### src/hdl/iopt_pkg.sv
// shared types and codes for the i/o port permission table
package iopt_pkg;

  localparam int IN_TDATA_W  = 24;
  localparam int OUT_TDATA_W = 16;
  localparam int COUNT_W     = 9;
  localparam int PORT_W      = 16;

  typedef enum logic [1:0] {
    ACT_SET       = 2'd0,
    ACT_CLEAR     = 2'd1,
    ACT_GET       = 2'd2,
    ACT_CLEAR_ALL = 2'd3
  } action_t;

  typedef enum logic [1:0] {
    STS_OK        = 2'd0,
    STS_NOT_FOUND = 2'd1,
    STS_FULL      = 2'd2
  } status_t;

  typedef struct packed {
    logic              wr;
    logic              rd;
    logic [PORT_W-1:0] port;
  } entry_t;

  typedef struct packed {
    logic load_req;
    logic scan_en;
    logic last_rd;
    logic commit;
    logic found;
  } ctrl_cmd_t;

  typedef struct packed {
    action_t in_action;
    action_t action;
    logic    hit;
    logic    scan_done;
    logic    out_free;
  } dp_stat_t;

endpackage

### src/hdl/iopt_ctrl.sv
// request sequencer: accept, table walk, last-entry fetch, commit
module iopt_ctrl (
  input  logic                  clk,
  input  logic                  rst_n,
  input  logic                  in_tvalid,
  output logic                  in_tready,
  input  iopt_pkg::dp_stat_t    stat,
  output iopt_pkg::ctrl_cmd_t   cmd
);
  import iopt_pkg::*;

  typedef enum logic [1:0] {
    ST_IDLE,
    ST_SCAN,
    ST_LAST,
    ST_COMMIT
  } state_t;

  state_t state_r, state_nxt;
  logic   found_r, found_nxt;

  always_comb begin
    state_nxt = state_r;
    found_nxt = found_r;
    cmd       = '0;
    in_tready = 1'b0;
    unique case (state_r)
      ST_IDLE: begin
        in_tready = 1'b1;
        if (in_tvalid) begin
          cmd.load_req = 1'b1;
          found_nxt    = 1'b0;
          state_nxt    = (stat.in_action == ACT_CLEAR_ALL) ? ST_COMMIT : ST_SCAN;
        end
      end
      ST_SCAN: begin
        cmd.scan_en = 1'b1;
        if (stat.hit) begin
          found_nxt = 1'b1;
          state_nxt = (stat.action == ACT_CLEAR) ? ST_LAST : ST_COMMIT;
        end else if (stat.scan_done) begin
          state_nxt = ST_COMMIT;
        end
      end
      ST_LAST: begin
        cmd.last_rd = 1'b1;
        state_nxt   = ST_COMMIT;
      end
      ST_COMMIT: begin
        if (stat.out_free) begin
          cmd.commit = 1'b1;
          state_nxt  = ST_IDLE;
        end
      end
      default: state_nxt = ST_IDLE;
    endcase
    cmd.found = found_r;
  end

  always_ff @(posedge clk) begin
    if (!rst_n) begin
      state_r <= ST_IDLE;
      found_r <= 1'b0;
    end else begin
      state_r <= state_nxt;
      found_r <= found_nxt;
    end
  end

endmodule

### config.mk
export PLATFORM = sky130hd
export DESIGN_NAME = iopt_ctrl
export DESIGN_NICKNAME = d
export VERILOG_FILES = /design/src/hdl/iopt_pkg.sv /design/src/hdl/iopt_ctrl.sv
export SDC_FILE = /design/constraint.sdc
export NUM_CORES = 1
export LEC_CHECK = 0
export ABC_CLOCK_PERIOD_IN_PS = 2200
export BUFFER_PORTS_ARGS = -buffer_cell sky130_fd_sc_hd__buf_2
export CAP_MARGIN = 20
export CORE_AREA = 2 2 39 41
export DETAILED_ROUTE_END_ITERATION = 7
export DIE_AREA = 0 0 41 43
export GPL_ROUTABILITY_DRIVEN = 0
export GPL_TIMING_DRIVEN = 1
export SYNTH_ARGS = -nofsm -noshare
export SYNTH_HDL_FRONTEND = slang
export SYNTH_SLANG_ARGS = --single-unit
### constraint.sdc
create_clock -name clk -period 2.2 [get_ports clk]
set_input_delay 0.44 -clock clk [delete_from_list [all_inputs] [get_ports clk]]
set_output_delay 0.44 -clock clk [all_outputs]
set_load 0.01 [all_outputs]
==> results of run 1 <==
power by group through the flow:
stage	combinational (W)	sequential, W	clock (W)
floorplan	0.000207	0.0000887	0
global placement	0.000262	0.0000928	0
detailed placement	0.000261	0.0000929	0
CTS	0.000263	0.0000920	0.000104
global route	0.000295	0.0000944	0.000109
finish	0.000260	0.0000919	0.000100
kinds of logic (layout without fill, tap and decap cells):
| family | count (synthesis) | count (layout) | synth area share, % |
|---|---|---|---|
| buffers and inverters | 6 | 23 | 10.6 |
| AOI/OAI and AO/OA | 7 | 7 | 17.6 |
| and+or+nand+nor | 12 | 12 | 33.0 |
| adders and majority gates | 4 | 4 | 17.6 |
| DFF | 3 | 3 | 21.1 |
cell type report:
class                   count  share of cell area (%)
clock buffers               4                    6.73
flip-flops and latches      3                    15.4
inverters                   4                    3.85
well taps                  16                    5.13
repair buffers             15                    19.2
multi-input cells          23                    49.7
stage by stage:
| stage | total power [W] | utilization [%] |
|---|---|---|
| floorplan | 0.000296 | - |
| global placement | 0.000354 | 26.3 |
| detailed placement | 0.000354 | 26.3 |
| CTS | 0.000459 | 28.2 |
| global route | 0.000499 | 28.2 |
| finish | 0.000452 | 28.2 |
worst max-delay path: stages (launching register included):
cell and delay, ns:
dfxtp_1 0.37, inv_1 0.09, ha_1 0.28, nor2b_4 0.16, or3_4 0.38, o311a_1 0.34
path summary, 6_finish.rpt:
check / startpoint / to / slack, ns / depth (start not counted)
worst min-delay path: rst_n / state_r[1] / 0.46 / 2
worst min register to register: found_r / found_r / 0.53 / 2
worst max register to register: state_r[0] / state_r[1] / 0.46 / 5
worst max-delay path: state_r[0] / state_r[1] / 0.46 / 5
cell usage in the layout (no fill, tap or decap):
cell type / n
and2b_4: 2
nor3_1: 1
inv_1: 4
nor3b_1: 1
o32ai_1: 1
nand3b_1: 1
nand2_1: 2
a2111oi_0: 1
and2_1: 1
o311a_1: 1
dfxtp_1: 3
clkbuf_1: 1
buf_2: 15
o31ai_1: 1
ha_1: 4
or3_4: 1
or2b_1: 1
a21oi_1: 3
clkbuf_4: 3
and3_2: 1
nor2b_4: 1
registers in the layout, summed over array words and instances, names as in the netlist:
signal / flops
found_r: 1
state_r: 2
metal layers:
metal  part of all wire (%)  vias up
li1                       -      145
met5                      0        -
met4                    2.5        0
met2                     38       14
met3                    8.0        2
met1                     51      114
==> impl_results.md, run 1 <==
* Area occupied by multi-input gates at 194 µm²
* Tightest Pin Transition at 0.396 ns
* Post-CTS resize count at 0
* Synthesized flop and latch total at 3
* Yosys top cell by area: dfxtp_1
* Clk_skew at 0.00676 ns
* CTS Hold Bufs at 0
* CTS tree: built
* Syn Inst Count at 32
* Most instantiated cells after synthesis: 4 x ha_1, 4 x inv_1, 3 x a21oi_1, 3 x dfxtp_1
* Sequential share of the synthesized area at 21.1%
* CTS Buf Count at 3
* CP max FO at 7
* Switch Pwr at 0.000173 W
* Gr ovfl total at 0
* Distinct cells, synth at 19
* Placed cell areas at 364 µm²
* Tcrit/Tclk final at 79.0%
* Hold slack at 0.459 ns
* Reg area at 60.1 µm²
* H-tree depth at 1
* Syn nets at 46
* 1st-iter DRT viols at 2
* Switch share at 38.4%
* Syn. warnings at 0
* First-pass GRT wire length at 876 µm
* Post-route cell area at 390 µm²
* Layout area overhead at 37.4%
* Setup total negative slack at 0 ns
* Chip height at 43 µm
* Number of synthesized flops with an enable pin at 0
* Non-filler cells, final at 65
* Mapped Avg Cell Area at 8.88 µm²
* Die ar. at 1760 µm²
* Top cell type's share of synthesized area at 21.1%
* Max_slew headroom at 72.9%
* Fin nets at 64
* CTS max path bufs at 2
* Dpl ws at 0.470 ns
* Clock sinks at 3
* WL per Instance at 9.26 µm
* CP Capture Type: register
* Fmax achieved at 0.575 GHz
* WL final at 602 µm
* GRT met3 Usage at 1.57%
* Clk pwr share at 22.2%
* Maximum vdd drop at 0.403 mV
* Asr flop ratio synth at 0%
* CP Data Required Time at 2.33 ns
* Endpoints failing setup at 0
* Static Leakage at 0.208 nW
* Run status: complete, no violations
* DRC Markers at 0
* Post-CTS Setup Bufs at 0
* Largest net degree at the start of global routing at 8
* Ratio of cells with drive above 1 in the final layout at 46.9%
* Vias in the first global route at 247
* Hold Crit Class: input port to register
* Final worst-path setup slack at 0.462 ns
* Startpoint Class: register
* Die outline width at 41 µm
* Min Tclk post-route at 1.74 ns
* Number of fill cells at 164
* Met1 Track Usage GR at 9.29%
* Drt pass-1 iters at 4
* Post-DP HPWL at 486 µm
* Sequential power share at 20.3%
* Main flop type after synthesis: dfxtp_1
* PwrDens at 1160 nW/µm²
* Antenna-violating nets left at 0
* Synth top area cells: dfxtp_1 21%, ha_1 18%, and2b_4 7.0%
* Combinational share of power at 57.5%
* GR peak layer: met2
* Tot GR Track Use at 7.62%
* Floorplan core area at 1380 µm²
* Number of port buffers at 15
* Cell Area, Synth at 284 µm²
* Number of vias per cell at 4.23
* Antenna violations before repair at 0
* Fin. max-slew vios at 0
* WS Path Type: register to register
* Endpoints failing hold at 0
* Post-Place Cells at 61
* Worst-path clk slew at 0.04 ns
* Initial Util at 20.5%
* MaxCap Viol Count at 0
* Pint at 0.000279 W
* Worst-Skew Late Latency at 0.24 ns
* Root Buffer: clkbuf_4
* RSZ-0062 raised after global routing: no
* Routed vias at 275
* Antenna Cells at 0
* Num ports at 16
* Rows at 14
* Met2 Usage GRT at 10.0%
* CP arrival at 1.86 ns
No activity file was read; power rests on OpenSTA's default activity.
==> run 2, diff against run 1 <==
Settings changed: ABC_CLOCK_PERIOD_IN_PS 2200 to 1600.
Clock period 2.2 ns to 1.6 ns, I/O delays scaled along.
==> impl_results.md, run 2 (same netlist as run 1, synthesis figures left out) <==
* Fin nets at 69 (was 64)
* Worst-Skew Late Latency at 0.23 ns (was 0.24 ns)
* WL per Instance at 9.63 µm (was 9.26 µm)
* Endpoints failing setup at 0 (unchanged)
* Die ar. at 1760 µm² (unchanged)
* Antenna-violating nets left at 0 (unchanged)
* Die outline width at 41 µm (unchanged)
* WL final at 674 µm (was 602 µm)
* Tightest Pin Transition at 0.453 ns (was 0.396 ns)
* Num ports at 16 (unchanged)
* Fin. max-slew vios at 0 (unchanged)
* Layout area overhead at 57.7% (was 37.4%)
* Run status: complete, no violations (unchanged)
* Floorplan core area at 1380 µm² (unchanged)
* H-tree depth at 1 (unchanged)
* Dpl ws at -0.0254 ns (was 0.470 ns)
* Clk_skew at 0.00349 ns (was 0.00676 ns)
* Tot GR Track Use at 8.92% (was 7.62%)
* Commonest non-fill, non-tap cell in the layout: buf_2 (unchanged)
* Commonest non-fill, non-tap cells in the layout: 15 x buf_2, 5 x buf_4, 3 x a21oi_1, 3 x ha_1, 3 x clkbuf_4 (was 15 x buf_2, 4 x inv_1, 4 x ha_1)
* WS Path Type: register to register (unchanged)
* Max reg flops at 2 (unchanged)
* Initial Util at 20.5% (unchanged)
* Rows at 14 (unchanged)
* Min Tclk post-route at 1.50 ns (was 1.74 ns)
* First-pass GRT wire length at 1010 µm (was 876 µm)
* Number of port buffers at 15 (unchanged)
* Largest reg by FF count: state_r (unchanged)
* CP arrival at 1.61 ns (was 1.86 ns)
* CTS tree: built (unchanged)
* CP Capture Type: register (unchanged)
* Total power at 0.000736 W (was 0.000452 W)
* Drt pass-1 iters at 1 (was 4)
* Post-DP HPWL at 552 µm (was 486 µm)
* Gr ovfl total at 0 (unchanged)
* Biggest regs: state_r x2, found_r x1 (unchanged)
* RSZ-0062 raised after global routing: no (unchanged)
* Util after Layout at 32.4% (was 28.2%)
* 1st-iter DRT viols at 0 (was 2)
* Ratio of cells with drive above 1 in the final layout at 63.0% (was 46.9%)
* Vias in the first global route at 277 (was 247)
* Chip height at 43 µm (unchanged)
* Fmax achieved at 0.668 GHz (was 0.575 GHz)
* Endpoints failing hold at 0 (unchanged)
* Maximum vdd drop at 0.552 mV (was 0.403 mV)
* Max_slew headroom at 69.0% (was 72.9%)
* Worst-path clk slew at 0.04 ns (about the same)
* CTS max path bufs at 2 (unchanged)
* Number of vias per cell at 4.14 (was 4.23)
* Antenna violations before repair at 0 (unchanged)
* Final worst-path setup slack at 0.104 ns (was 0.462 ns)
* CP max FO at 3 (was 7)
* Tcrit/Tclk final at 93.5% (was 79.0%)
* Largest net degree at the start of global routing at 7 (was 8)
* CTS Buf Count at 3 (unchanged)
* Startpoint Class: register (unchanged)
* CP Data Required Time at 1.72 ns (was 2.33 ns)
* Hold Crit Class: input port to register (unchanged)
* Setup total negative slack at 0 ns (unchanged)
* Post-CTS Setup Bufs at 0 (unchanged)
* PwrDens at 1640 nW/µm² (was 1160 nW/µm²)
* Static Leakage at 0.235 nW (was 0.208 nW)
* MaxCap Viol Count at 0 (unchanged)
* Root Buffer: clkbuf_4 (unchanged)
* Routed vias at 290 (was 275)
* Clock sinks at 3 (unchanged)
* CTS Hold Bufs at 0 (unchanged)
* DRC Markers at 0 (unchanged)
* Antenna Cells at 0 (unchanged)
[run 2: cell count changes in the layout (fill, tap and decap cells not counted)]
cell,before,now
dfxtp_1,3,1
inv_2,0,2
inv_1,4,2
nor3b_2,0,1
nor3b_1,1,0
dfxtp_2,0,2
buf_4,0,5
ha_1,4,3
ha_4,0,1
[run 2: what timing repair did]
action                     in CTS  in global routing
pin swaps                       0                  1
setup endpoints to repair       1                  2
gates resized for setup         3                  2
[run 2: worst paths after layout]
| kind | startpoint | to | slack [ns] | cells past startpoint |
|---|---|---|---|---|
| setup / recovery | state_r[1] | state_r[1] | 0.10 | 5 |
| hold / removal | rst_n | state_r[1] | 0.33 | 2 |
| setup reg to reg | state_r[1] | state_r[1] | 0.10 | 5 |
| hold reg to reg | state_r[0] | state_r[0] | 0.50 | 2 |
[run 2: routing by layer]
metal / vias up / global-route usage, % / wire, µm
met1: 122 / 9.27 / 304
met2: 15 / 13.1 / 296
met5: - / 0 / 0
met3: 0 / 4.71 / 73
li1: 153 / - / -
met4: 0 / 6.00 / 0
[run 2: power by group]
part	switching (W)	leakage [nW]	internal, W	total (W)
sequential	0.0000271	0.0253	0.000106	0.000134
combinational	0.000203	0.195	0.000267	0.000469
clock	0.0000394	0.0150	0.0000935	0.000133
[run 2: critical path: stages (launching register included)]
cell	delay [ns]
dfxtp_2	0.34
inv_2	0.06
ha_1	0.18
nor3b_2	0.17
or3_4	0.33
o311a_1	0.28
[run 2: per-stage QoR]
stage	area, µm²	hold WS (ns)	instances
after floorplan	297	0.451	32
after global placement	414	0.518	66
after detailed placement	414	0.514	66
after CTS	443	0.327	70
after global routing	448	0.347	70
final	448	0.333	70
[run 2: final cells by class]
type | instances | area (µm²)
well taps | 16 | 20.0
flip-flops and latches | 3 | 62.6
multi-input cells | 23 | 211
inverters | 4 | 15.0
fillers | 144 | 936
repair buffers | 20 | 113
clock buffers | 4 | 26.3
==> run 3, diff against run 2 <==
Settings changed: CTS_BUF_LIST set to sky130_fd_sc_hd__clkbuf_4 sky130_fd_sc_hd__clkbuf_8.
==> impl_results.md, run 3 (same netlist as run 1, synthesis figures left out) <==
* H-tree depth at 1 (unchanged)
* Routed vias at 290 (unchanged)
* Initial Util at 20.5% (unchanged)
* Rows at 14 (unchanged)
* Vias in the first global route at 277 (unchanged)
* Commonest non-fill, non-tap cell in the layout: buf_2 (unchanged)
* Tot GR Track Use at 8.92% (unchanged)
* Endpoints failing setup at 0 (unchanged)
* Biggest regs: state_r x2, found_r x1 (unchanged)
* CTS Buf Count at 3 (unchanged)
* Die outline width at 41 µm (unchanged)
* Dpl ws at -0.0254 ns (unchanged)
* Layout area overhead at 59.0% (was 57.7%)
* Flop2flop setup slack at 0.10 ns (about the same)
* Antenna violations before repair at 0 (unchanged)
* Chip height at 43 µm (unchanged)
* Maximum vdd drop at 0.552 mV (about the same)
* Slowest stage delay, CP at 0.34 ns (about the same)
* Worst-Skew Late Latency at 0.24 ns (was 0.23 ns)
* Non-filler cells, final at 70 (unchanged)
* WL per Instance at 9.67 µm (was 9.63 µm)
* First-pass GRT wire length at 1010 µm (unchanged)
* CP Capture Type: register (unchanged)
* Max reg flops at 2 (unchanged)
* Largest net degree at the start of global routing at 7 (unchanged)
* MaxCap Viol Count at 0 (unchanged)
* RSZ-0062 raised after global routing: no (unchanged)
* CP Data Required Time at 1.72 ns (about the same)
* Antenna Cells at 0 (unchanged)
* CTS max path bufs at 2 (unchanged)
* Die ar. at 1760 µm² (unchanged)
* Startpoint Class: register (unchanged)
* Clk_skew at 0.00338 ns (was 0.00349 ns)
* CP max FO at 3 (unchanged)
* Number of port buffers at 15 (unchanged)
* Crit-path cells: inv_2 -> ha_1 -> nor3b_2 -> or3_4 -> o311a_1 (unchanged)
* Clock sinks at 3 (unchanged)
* Run status: complete, no violations (unchanged)
* WL final at 677 µm (was 674 µm)
* Total power at 0.000754 W (was 0.000736 W)
* CTS Hold Bufs at 0 (unchanged)
* Num ports at 16 (unchanged)
* Worst-path clk slew at 0.04 ns (about the same)
* PwrDens at 1670 nW/µm² (was 1640 nW/µm²)
* Endpoints failing hold at 0 (unchanged)
* Hold Crit Class: input port to register (unchanged)
* CP arrival at 1.61 ns (about the same)
* Post-Place Cells at 66 (unchanged)
* Min Tclk post-route at 1.50 ns (about the same)
* 1st-iter DRT viols at 0 (unchanged)
* Number of fill cells at 143 (was 144)
* Gr ovfl total at 0 (unchanged)
* Ratio of cells with drive above 1 in the final layout at 64.8% (was 63.0%)
* Fin nets at 69 (unchanged)
* DRC Markers at 0 (unchanged)
* Final worst-path setup slack at 0.104 ns (about the same)
* Tightest Pin Transition at 0.453 ns (unchanged)
* CTS tree: built (unchanged)
* Commonest non-fill, non-tap cells in the layout: 15 x buf_2, 5 x buf_4, 4 x clkbuf_4 (was 15 x buf_2, 5 x buf_4, 3 x a21oi_1, 3 x ha_1, 3 x clkbuf_4)
* Root Buffer: clkbuf_4 (unchanged)
* Tcrit/Tclk final at 93.5% (about the same)
* Max_slew headroom at 69.0% (unchanged)
* Number of vias per cell at 4.14 (unchanged)
* Slowest cell on the critical path: dfxtp_2 (unchanged)
* Largest reg by FF count: state_r (unchanged)
* Post-DP HPWL at 552 µm (unchanged)
* Fin. max-slew vios at 0 (unchanged)
* Drt pass-1 iters at 1 (unchanged)
* Static Leakage at 0.239 nW (was 0.235 nW)
* Antenna-violating nets left at 0 (unchanged)
* Fmax achieved at 0.668 GHz (unchanged)
* WS Path Type: register to register (unchanged)
* Floorplan core area at 1380 µm² (unchanged)
## run 3: timing repair
item,in CTS,in global routing
setup buffers,0,0
cloned,0,0
hold endpoints to repair,0,0
pin swaps,0,1
setup endpoints to repair,1,2
gates resized for setup,3,2
## run 3: metrics by stage
| step | setup TNS, ns | instance area, µm² | hold WS (ns) | util, % |
|---|---|---|---|---|
| after floorplan | 0 | 297 | 0.451 | - |
| after global placement | -0.0127 | 414 | 0.518 | 29.9 |
| after detailed placement | -0.0254 | 414 | 0.514 | 29.9 |
| after CTS | 0 | 447 | 0.325 | 32.3 |
| after global routing | 0 | 452 | 0.345 | 32.6 |
| final | 0 | 452 | 0.332 | 32.6 |
## run 3: path summary, 6_finish.rpt
check,start,end,depth (start not counted)
worst max-delay path,state_r[1],state_r[1],5
worst min-delay path,rst_n,state_r[1],2
worst min register to register,state_r[0],state_r[0],2
worst max register to register,state_r[1],state_r[1],5
## run 3: worst max-delay path: cells and delay by family, from the launching register on
family / cells / cell delay (ns)
simple gates: 2 / 0.50
fa+ha+maj: 1 / 0.18
buf+inv: 1 / 0.06
flops: 1 / 0.34
compound gates: 1 / 0.28
## run 3: per-layer routing
layer  up-vias  GRT usage [%]  share of wire, %
met5         -              0                 0
met4         0           6.00                 0
met3         0           4.71                11
met2        15           13.1                44
met1       122           9.27                45
li1        153              -                 -
## run 3: cell type report
| class | instances | area, µm² | area share, % |
|---|---|---|---|
| repair buffers | 20 | 113 | 24.9 |
| inverters | 4 | 15.0 | 3.32 |
| flip-flops and latches | 3 | 62.6 | 13.9 |
| well taps | 16 | 20.0 | 4.43 |
| multi-input cells | 23 | 211 | 46.8 |
| clock buffers | 4 | 30.0 | 6.65 |
## run 3: power by group
group,switching [W],internal [W]
clock,0.0000401,0.000110
sequential,0.0000271,0.000106
combinational,0.000203,0.000267
